--- src/hdl/cpid_pkg.sv ---
// Shared widths, codes and the clamp function of the clamped PID controller.
package cpid_pkg;

    localparam int unsigned DATA_W = 16;   // error, feed-forward and drive width
    localparam int unsigned GAIN_W = 32;   // Q16.16 gain width
    localparam int unsigned FRAC_W = 16;   // fraction bits of a gain
    localparam int unsigned PROD_W = 49;   // gain times 17-bit error difference
    localparam int unsigned ADDR_W = 3;    // configuration register index

    typedef logic signed [DATA_W-1:0] data_t;
    typedef logic signed [GAIN_W-1:0] gain_t;
    typedef logic signed [PROD_W-1:0] wide_t;

    // request codes
    localparam logic REQ_UPDATE = 1'b0;
    localparam logic REQ_RESET  = 1'b1;

    // configuration register indexes
    localparam logic [ADDR_W-1:0] CFG_KP_GAIN = 3'd0;
    localparam logic [ADDR_W-1:0] CFG_KI_GAIN = 3'd1;
    localparam logic [ADDR_W-1:0] CFG_KD_GAIN = 3'd2;
    localparam logic [ADDR_W-1:0] CFG_OUT_MIN = 3'd3;
    localparam logic [ADDR_W-1:0] CFG_OUT_MAX = 3'd4;

    // Lower limit is tested first, so inverted limits give lo for values below lo.
    function automatic data_t clamp(input wide_t x, input data_t lo, input data_t hi);
        data_t res;
        if (x < wide_t'(lo))
            res = lo;
        else if (x > wide_t'(hi))
            res = hi;
        else
            res = x[DATA_W-1:0];
        return res;
    endfunction

endpackage

--- src/hdl/cpid_req_if.sv ---
// Request channel of the clamped PID controller: request type, error and feed-forward.
interface cpid_req_if import cpid_pkg::*; ();
    logic  valid;
    logic  ready;
    logic  req_type;
    data_t error_in;
    data_t feed_fwd;

    modport source (output valid, output req_type, output error_in, output feed_fwd,
                    input ready);
    modport sink   (input valid, input req_type, input error_in, input feed_fwd,
                    output ready);
endinterface

--- src/hdl/cpid_rsp_if.sv ---
// Response channel of the clamped PID controller: the clamped drive value.
interface cpid_rsp_if import cpid_pkg::*; ();
    logic  valid;
    logic  ready;
    data_t drive_out;

    modport source (output valid, output drive_out, input ready);
    modport sink   (input valid, input drive_out, output ready);
endinterface

--- src/hdl/clamped_pid_controller.sv ---
// Clamped discrete PID controller with anti-windup, one compute stage between two registers.
// Path: input register, then result register; a request waits while a response is untaken.
// Throughput: 1 transaction per cycle unless stalled; loop state updates as a result loads.
// Compute stage: three gain multipliers (32x16, 32x16, 32x17) and the clamp/sum tree.
// Reset (rst_n low, async): gains and limits 0, integral/last error/last output 0,
// first-frame flag set, both pipeline registers empty.
module clamped_pid_controller import cpid_pkg::*;
(
    input  logic              clk,
    input  logic              rst_n,
    input  logic              cfg_we,
    input  logic [ADDR_W-1:0] cfg_addr,
    input  logic [GAIN_W-1:0] cfg_data,
    cpid_req_if.sink          req,
    cpid_rsp_if.source        rsp
);

    // ------------------------------------------------------------------
    // Configuration registers
    // ------------------------------------------------------------------
    gain_t kp_gain_reg;
    gain_t ki_gain_reg;
    gain_t kd_gain_reg;
    data_t out_min_reg;
    data_t out_max_reg;

    always_ff @(posedge clk or negedge rst_n)
    begin
        if (!rst_n)
        begin
            kp_gain_reg <= '0;
            ki_gain_reg <= '0;
            kd_gain_reg <= '0;
            out_min_reg <= '0;
            out_max_reg <= '0;
        end
        else if (cfg_we)
        begin
            case (cfg_addr)
                CFG_KP_GAIN: kp_gain_reg <= cfg_data;
                CFG_KI_GAIN: ki_gain_reg <= cfg_data;
                CFG_KD_GAIN: kd_gain_reg <= cfg_data;
                CFG_OUT_MIN: out_min_reg <= cfg_data[DATA_W-1:0];
                CFG_OUT_MAX: out_max_reg <= cfg_data[DATA_W-1:0];
                default:     ;  // unused indexes are dropped
            endcase
        end
    end

    // ------------------------------------------------------------------
    // Input register (stage 1)
    // ------------------------------------------------------------------
    logic  stg_valid_reg;
    logic  stg_type_reg;
    data_t stg_err_reg;
    data_t stg_ff_reg;
    logic  fire;       // stage 1 transaction moves into the result register
    logic  out_free;   // result register can take a new value this cycle

    assign out_free  = !rsp.valid || rsp.ready;
    assign fire      = stg_valid_reg && out_free;
    assign req.ready = !stg_valid_reg || out_free;

    always_ff @(posedge clk or negedge rst_n)
    begin
        if (!rst_n)
            stg_valid_reg <= 1'b0;
        else if (req.ready)
            stg_valid_reg <= req.valid;
    end

    // payload only, no reset needed
    always_ff @(posedge clk)
    begin
        if (req.valid && req.ready)
        begin
            stg_type_reg <= req.req_type;
            stg_err_reg  <= req.error_in;
            stg_ff_reg   <= req.feed_fwd;
        end
    end

    // ------------------------------------------------------------------
    // Loop state
    // ------------------------------------------------------------------
    data_t integral_acc_reg;
    data_t last_error_reg;
    data_t last_output_reg;
    logic  first_frame_reg;

    // ------------------------------------------------------------------
    // Compute stage: products, floor shift, per-term clamps, sum clamp
    // ------------------------------------------------------------------
    logic signed [DATA_W:0] err_diff;
    wide_t prod_p;
    wide_t prod_i;
    wide_t prod_d;
    wide_t int_sum;
    wide_t drive_sum;
    data_t term_p;
    data_t term_d;
    data_t term_ff;
    data_t integral_next;
    data_t drive_next;
    logic  anti_windup_ok;

    assign err_diff = (DATA_W+1)'(stg_err_reg) - (DATA_W+1)'(last_error_reg);

    // >>> on a signed product is floor division by 2^16
    assign prod_p = (wide_t'(kp_gain_reg) * wide_t'(stg_err_reg)) >>> FRAC_W;
    assign prod_i = (wide_t'(ki_gain_reg) * wide_t'(stg_err_reg)) >>> FRAC_W;
    assign prod_d = (wide_t'(kd_gain_reg) * wide_t'(err_diff)) >>> FRAC_W;

    assign term_p  = clamp(prod_p, out_min_reg, out_max_reg);
    assign term_d  = first_frame_reg ? '0 : clamp(prod_d, out_min_reg, out_max_reg);
    assign term_ff = clamp(wide_t'(stg_ff_reg), out_min_reg, out_max_reg);

    // integrate only while the previous output sat strictly inside the limits
    assign anti_windup_ok = (out_min_reg < last_output_reg) && (last_output_reg < out_max_reg);
    assign int_sum        = prod_i + wide_t'(integral_acc_reg);
    assign integral_next  = anti_windup_ok ? clamp(int_sum, out_min_reg, out_max_reg)
                                           : integral_acc_reg;

    assign drive_sum  = wide_t'(term_p) + wide_t'(integral_next) + wide_t'(term_d)
                      + wide_t'(term_ff);
    assign drive_next = clamp(drive_sum, out_min_reg, out_max_reg);

    always_ff @(posedge clk or negedge rst_n)
    begin
        if (!rst_n)
        begin
            integral_acc_reg <= '0;
            last_error_reg   <= '0;
            last_output_reg  <= '0;
            first_frame_reg  <= 1'b1;
        end
        else if (fire)
        begin
            if (stg_type_reg == REQ_RESET)
            begin
                integral_acc_reg <= '0;
                last_error_reg   <= '0;
                last_output_reg  <= '0;
                first_frame_reg  <= 1'b1;
            end
            else
            begin
                integral_acc_reg <= integral_next;
                last_error_reg   <= stg_err_reg;
                last_output_reg  <= drive_next;
                first_frame_reg  <= 1'b0;
            end
        end
    end

    // ------------------------------------------------------------------
    // Result register (stage 2)
    // ------------------------------------------------------------------
    logic  out_valid_reg;
    data_t drive_reg;

    always_ff @(posedge clk or negedge rst_n)
    begin
        if (!rst_n)
            out_valid_reg <= 1'b0;
        else if (out_free)
            out_valid_reg <= stg_valid_reg;
    end

    always_ff @(posedge clk)
    begin
        if (fire)
            drive_reg <= (stg_type_reg == REQ_RESET) ? '0 : drive_next;
    end

    assign rsp.valid     = out_valid_reg;
    assign rsp.drive_out = drive_reg;

    // ------------------------------------------------------------------
    // Assertions
    // ------------------------------------------------------------------
    // an empty result register never stalls the request side
    a_ready_when_empty: assert property (@(posedge clk) disable iff (!rst_n)
        !rsp.valid |-> req.ready)
        else $error("request stalled with empty result register");

    // a reset request answers 0
    a_reset_answer: assert property (@(posedge clk) disable iff (!rst_n)
        (fire && stg_type_reg == REQ_RESET) |=> (rsp.valid && rsp.drive_out == '0))
        else $error("reset request did not answer 0");

    // feedback copy of the output matches what was sent
    a_last_output: assert property (@(posedge clk) disable iff (!rst_n)
        fire |=> (last_output_reg == rsp.drive_out))
        else $error("last output out of step with response");

    // an update clears the first-frame flag
    a_first_frame: assert property (@(posedge clk) disable iff (!rst_n)
        (fire && stg_type_reg == REQ_UPDATE) |=> !first_frame_reg)
        else $error("first-frame flag still set after update");

endmodule
--- src/flat_wrapper.sv ---
// flat-port wrapper written by rule: the top's interface ports become plain ports
module clamped_pid_controller_flat import cpid_pkg::*;
  (clk, rst_n, cfg_we, cfg_addr, cfg_data, req_valid, req_req_type, req_error_in, req_feed_fwd, req_ready, rsp_valid, rsp_drive_out, rsp_ready);
  cpid_req_if req_i ();
  cpid_rsp_if rsp_i ();
  input  logic clk;
  input  logic rst_n;
  input  logic cfg_we;
  input  logic [ADDR_W-1:0] cfg_addr;
  input  logic [GAIN_W-1:0] cfg_data;
  input wire logic [$bits(req_i.valid)-1:0] req_valid;
  input wire logic [$bits(req_i.req_type)-1:0] req_req_type;
  input wire logic [$bits(req_i.error_in)-1:0] req_error_in;
  input wire logic [$bits(req_i.feed_fwd)-1:0] req_feed_fwd;
  output wire logic [$bits(req_i.ready)-1:0] req_ready;
  output wire logic [$bits(rsp_i.valid)-1:0] rsp_valid;
  output wire logic [$bits(rsp_i.drive_out)-1:0] rsp_drive_out;
  input wire logic [$bits(rsp_i.ready)-1:0] rsp_ready;
  assign req_i.valid = req_valid;
  assign req_i.req_type = req_req_type;
  assign req_i.error_in = req_error_in;
  assign req_i.feed_fwd = req_feed_fwd;
  assign req_ready = req_i.ready;
  assign rsp_valid = rsp_i.valid;
  assign rsp_drive_out = rsp_i.drive_out;
  assign rsp_i.ready = rsp_ready;
  clamped_pid_controller u_core (.clk(clk), .rst_n(rst_n), .cfg_we(cfg_we), .cfg_addr(cfg_addr), .cfg_data(cfg_data), .req(req_i), .rsp(rsp_i));
endmodule
--- config.mk ---
export PLATFORM = sky130hd
export DESIGN_NAME = clamped_pid_controller_flat
export DESIGN_NICKNAME = d
export VERILOG_FILES = /design/src/hdl/cpid_pkg.sv /design/src/hdl/cpid_req_if.sv /design/src/hdl/cpid_rsp_if.sv /design/src/hdl/clamped_pid_controller.sv /design/src/flat_wrapper.sv
export SDC_FILE = /design/constraint.sdc
export NUM_CORES = 2
export LEC_CHECK = 0
export BUFFER_PORTS_ARGS = -buffer_cell sky130_fd_sc_hd__clkbuf_2
export CAP_MARGIN = 0
export CELL_PAD_IN_SITES_DETAIL_PLACEMENT = 2
export CELL_PAD_IN_SITES_GLOBAL_PLACEMENT = 2
export CORE_AREA = 2 2 547 549
export DETAILED_ROUTE_END_ITERATION = 12
export DIE_AREA = 0 0 549 551
export PLACE_DENSITY_LB_ADDON = 0.1
export SLEW_MARGIN = 20
export SYNTH_ARGS = -nofsm -noshare
export SYNTH_HDL_FRONTEND = slang
export SYNTH_SLANG_ARGS = --single-unit
--- constraint.sdc ---
create_clock -name clk -period 31.7 [get_ports clk]
set_input_delay 3.17 -clock clk [delete_from_list [all_inputs] [get_ports clk]]
set_output_delay 3.17 -clock clk [all_outputs]
set_load 0.01 [all_outputs]
==> results.toml <==
[yosys]
synth_area_leader_cell = "fa_1"
synth.net_count = 10400
syn_avg_cell_area_sq_um = 9.15
synth_seq_cells = 228
syn_area_sq_um = 74000
synth_enable_flop_cells = 49
synth.top_cell.area_share = 0.409
yosys_most_used_dff = "dfrtp_1"
ys_warn_count = 0
synth_most_common_cell = "inv_1"
synthCells = 8080
synthArstFlopShare = 0.785
ys_types = 84
yosys-top-cells-area = "fa_1, ha_1, inv_1, dfrtp_1, nand2_1"
synth_commonest_cells = "inv_1, fa_1, nand2_1, ha_1, and2_1"
synth-seq-area-share = 0.0805

[timing]
holdWs_ps = 500
slew_headroom = 0.223
period_minus_slack_ps = 20720
finalCritPeriodShare = 0.653
setup_violations = 0
finalMaxSlewViolations = 0
rsz0062_at_grt = "false"
hold_violations = 0
fin_setup_tns_ps = 0
skew_ps = 40.0
fmax_mhz = 48.3
tightest_slew_ps = 1160

[run]
drv_cap = 0

[clock_tree]
cts_resized = 0
root_buffer = "clkbuf_16"
cts_tree = "done"
clock_latency_ps = 690
htree_levels = 2
cts_buffer_depth = 3
post_cts_buffers = 0
cts_hold_buf = 0
clock_sinks = 228
clk_pin_slew_ps = 60
cts_made_buffers = 43

[drt]
viasPerCell = 4.67
via_count = 56200
wire_per_inst_um = 25.7
drt_iter0_markers = 2135
ant_nets = 0
drc = 0
firstDrtPassIters = 5
drt_wl_total_mm = 309

[outcome]
status = "complete, no violations"

[setup_path]
end_kind = "flop"
startpoint_type = "flop"
required_ps = 32290
critical_path.startpoint = "u_core.stg_err_reg[4]$_DFFE_PP_"
r2r-start = "u_core.stg_err_reg[4]$_DFFE_PP_"
critPathKind = "reg -> reg"
crit_path_max_incr_delay_ps = 610
crit_fanout = 37
critical_path_arrival_ps = 21300
slowest_stage = "buf_4"
crit_path_frequent_cell = "fa_1"

[finish]
drive_gt1_frac = 0.0679
area_growth_pct = 9.71
fin_nets = 10400
fillers = 33300
seq_area_sq_um = 5950
multi_input_area_sq_um = 60400

[min_path]
hp-start = "u_core.last_error_reg[0]$_DFFE_PN0P_"
hp-class = "reg -> reg"

[global_route]
grt.overflow.total = 0
grt_usage = 0.209
grt_pass1_wl_mm = 463
grt_max_degree = 66
grt_pass1_vias = 66500
antenna_found_initial = 43

[die]
placementRows = 200
die_x_um = 549
die_h_um = 551
start_util = 0.250
pin_count = 91
dieArea_sq_um = 302000
core_area_sq_um = 296000

[place]
globalplace.congestion = 0.832
post-dp-hpwl_mm = 244
numPortBuffers = 90
[final timing paths]
check	end	slack, ps	cells after the start
setup / recovery	u_core.last_output_reg[9]$_DFFE_PN0P_	10980	80
hold / removal	u_core.last_error_reg[0]$_DFFE_PN0P_	500	2
setup reg to reg	u_core.last_output_reg[9]$_DFFE_PN0P_	10980	80
hold reg to reg	u_core.last_error_reg[0]$_DFFE_PN0P_	500	2
max in group asynchronous	u_core.ki_gain_reg[14]$_DFFE_PN0P_	27350	3
min in group asynchronous	u_core.last_output_reg[14]$_DFFE_PN0P_	2460	1
[logic make-up after synthesis]
kind of cell	after synthesis	synth area share
fa+ha+maj	2277	0.538
mux	233	0.0339
simple gates	2248	0.146
buf+inv	2073	0.106
xor+xnor	181	0.0214
compound gates	840	0.0741
flops	228	0.0805
[layout by cell type (no fill, tap or decap), drive strengths merged, types with 17 or more instances in the layout]
| cell type | synthesis | routed |
|---|---|---|
| inv | 1747 | 1750 |
| fa | 1510 | 1510 |
| nand2 | 1058 | 1058 |
| ha | 767 | 767 |
| and2 | 513 | 513 |
| nor2 | 227 | 227 |
| a21oi | 214 | 214 |
| o21ai | 189 | 189 |
| dfrtp | 178 | 178 |
| buf | 23 | 163 |
| a21o | 151 | 151 |
| clkbuf | 303 | 139 |
| xnor2 | 137 | 137 |
| mux2 | 136 | 136 |
| nor2b | 129 | 129 |
| mux2i | 97 | 97 |
| nand2b | 80 | 80 |
| nand4 | 78 | 78 |
| edfxtp | 49 | 49 |
| nor3 | 45 | 45 |
| xor2 | 44 | 44 |
| nand3 | 38 | 38 |
| o21a | 38 | 38 |
| a211oi | 38 | 38 |
| o211ai | 26 | 26 |
| o31ai | 25 | 25 |
| diode | 0 | 24 |
| and3 | 20 | 20 |
| o21bai | 19 | 19 |
| a31o | 19 | 19 |
| clkinv | 0 | 18 |
| or2 | 17 | 17 |
[cell type report]
type | count | share of cell area
Sequential cell | 228 | 0.0734
Clock inverter | 30 | 0.00487
Timing Repair Buffer | 252 | 0.0211
Multi-Input combinational cell | 5779 | 0.744
Inverter | 1747 | 0.0809
Antenna cell | 24 | 0.000740
Clock buffer | 50 | 0.0141
Tap cell | 3939 | 0.0607
[per-stage QoR]
step	instance area (sq um)	util	instances	setup WS [ps]
2_1_floorplan	74000	-	8080	14360
3_3_place_gp	79500	0.268	11900	11470
3_5_place_dp	79500	0.268	11900	11120
4_1_cts	81100	0.274	12000	10980
5_1_grt	81100	0.274	12000	9350
6_report	81100	0.274	12000	10980
[routing by layer]
layer,wire length (um),up-vias,global-route usage
li1,-,24800,-
met1,137000,30600,0.273
met2,158000,600,0.379
met3,6610,213,0.0127
met4,6750,6,0.0407
met5,38,-,0
[worst max-delay path: cells and delay by family (launching register included)]
| family | cells | cell delay [ps] |
|---|---|---|
| flops | 1 | 340 |
| simple gates | 14 | 2700 |
| buf+inv | 9 | 1760 |
| compound gates | 37 | 8770 |
| mux | 4 | 740 |
| fa+ha+maj | 14 | 5580 |
| xor+xnor | 2 | 600 |
Power is not shown: default switching activity piles up to over one toggle a cycle in this logic, so the estimate is an artifact.
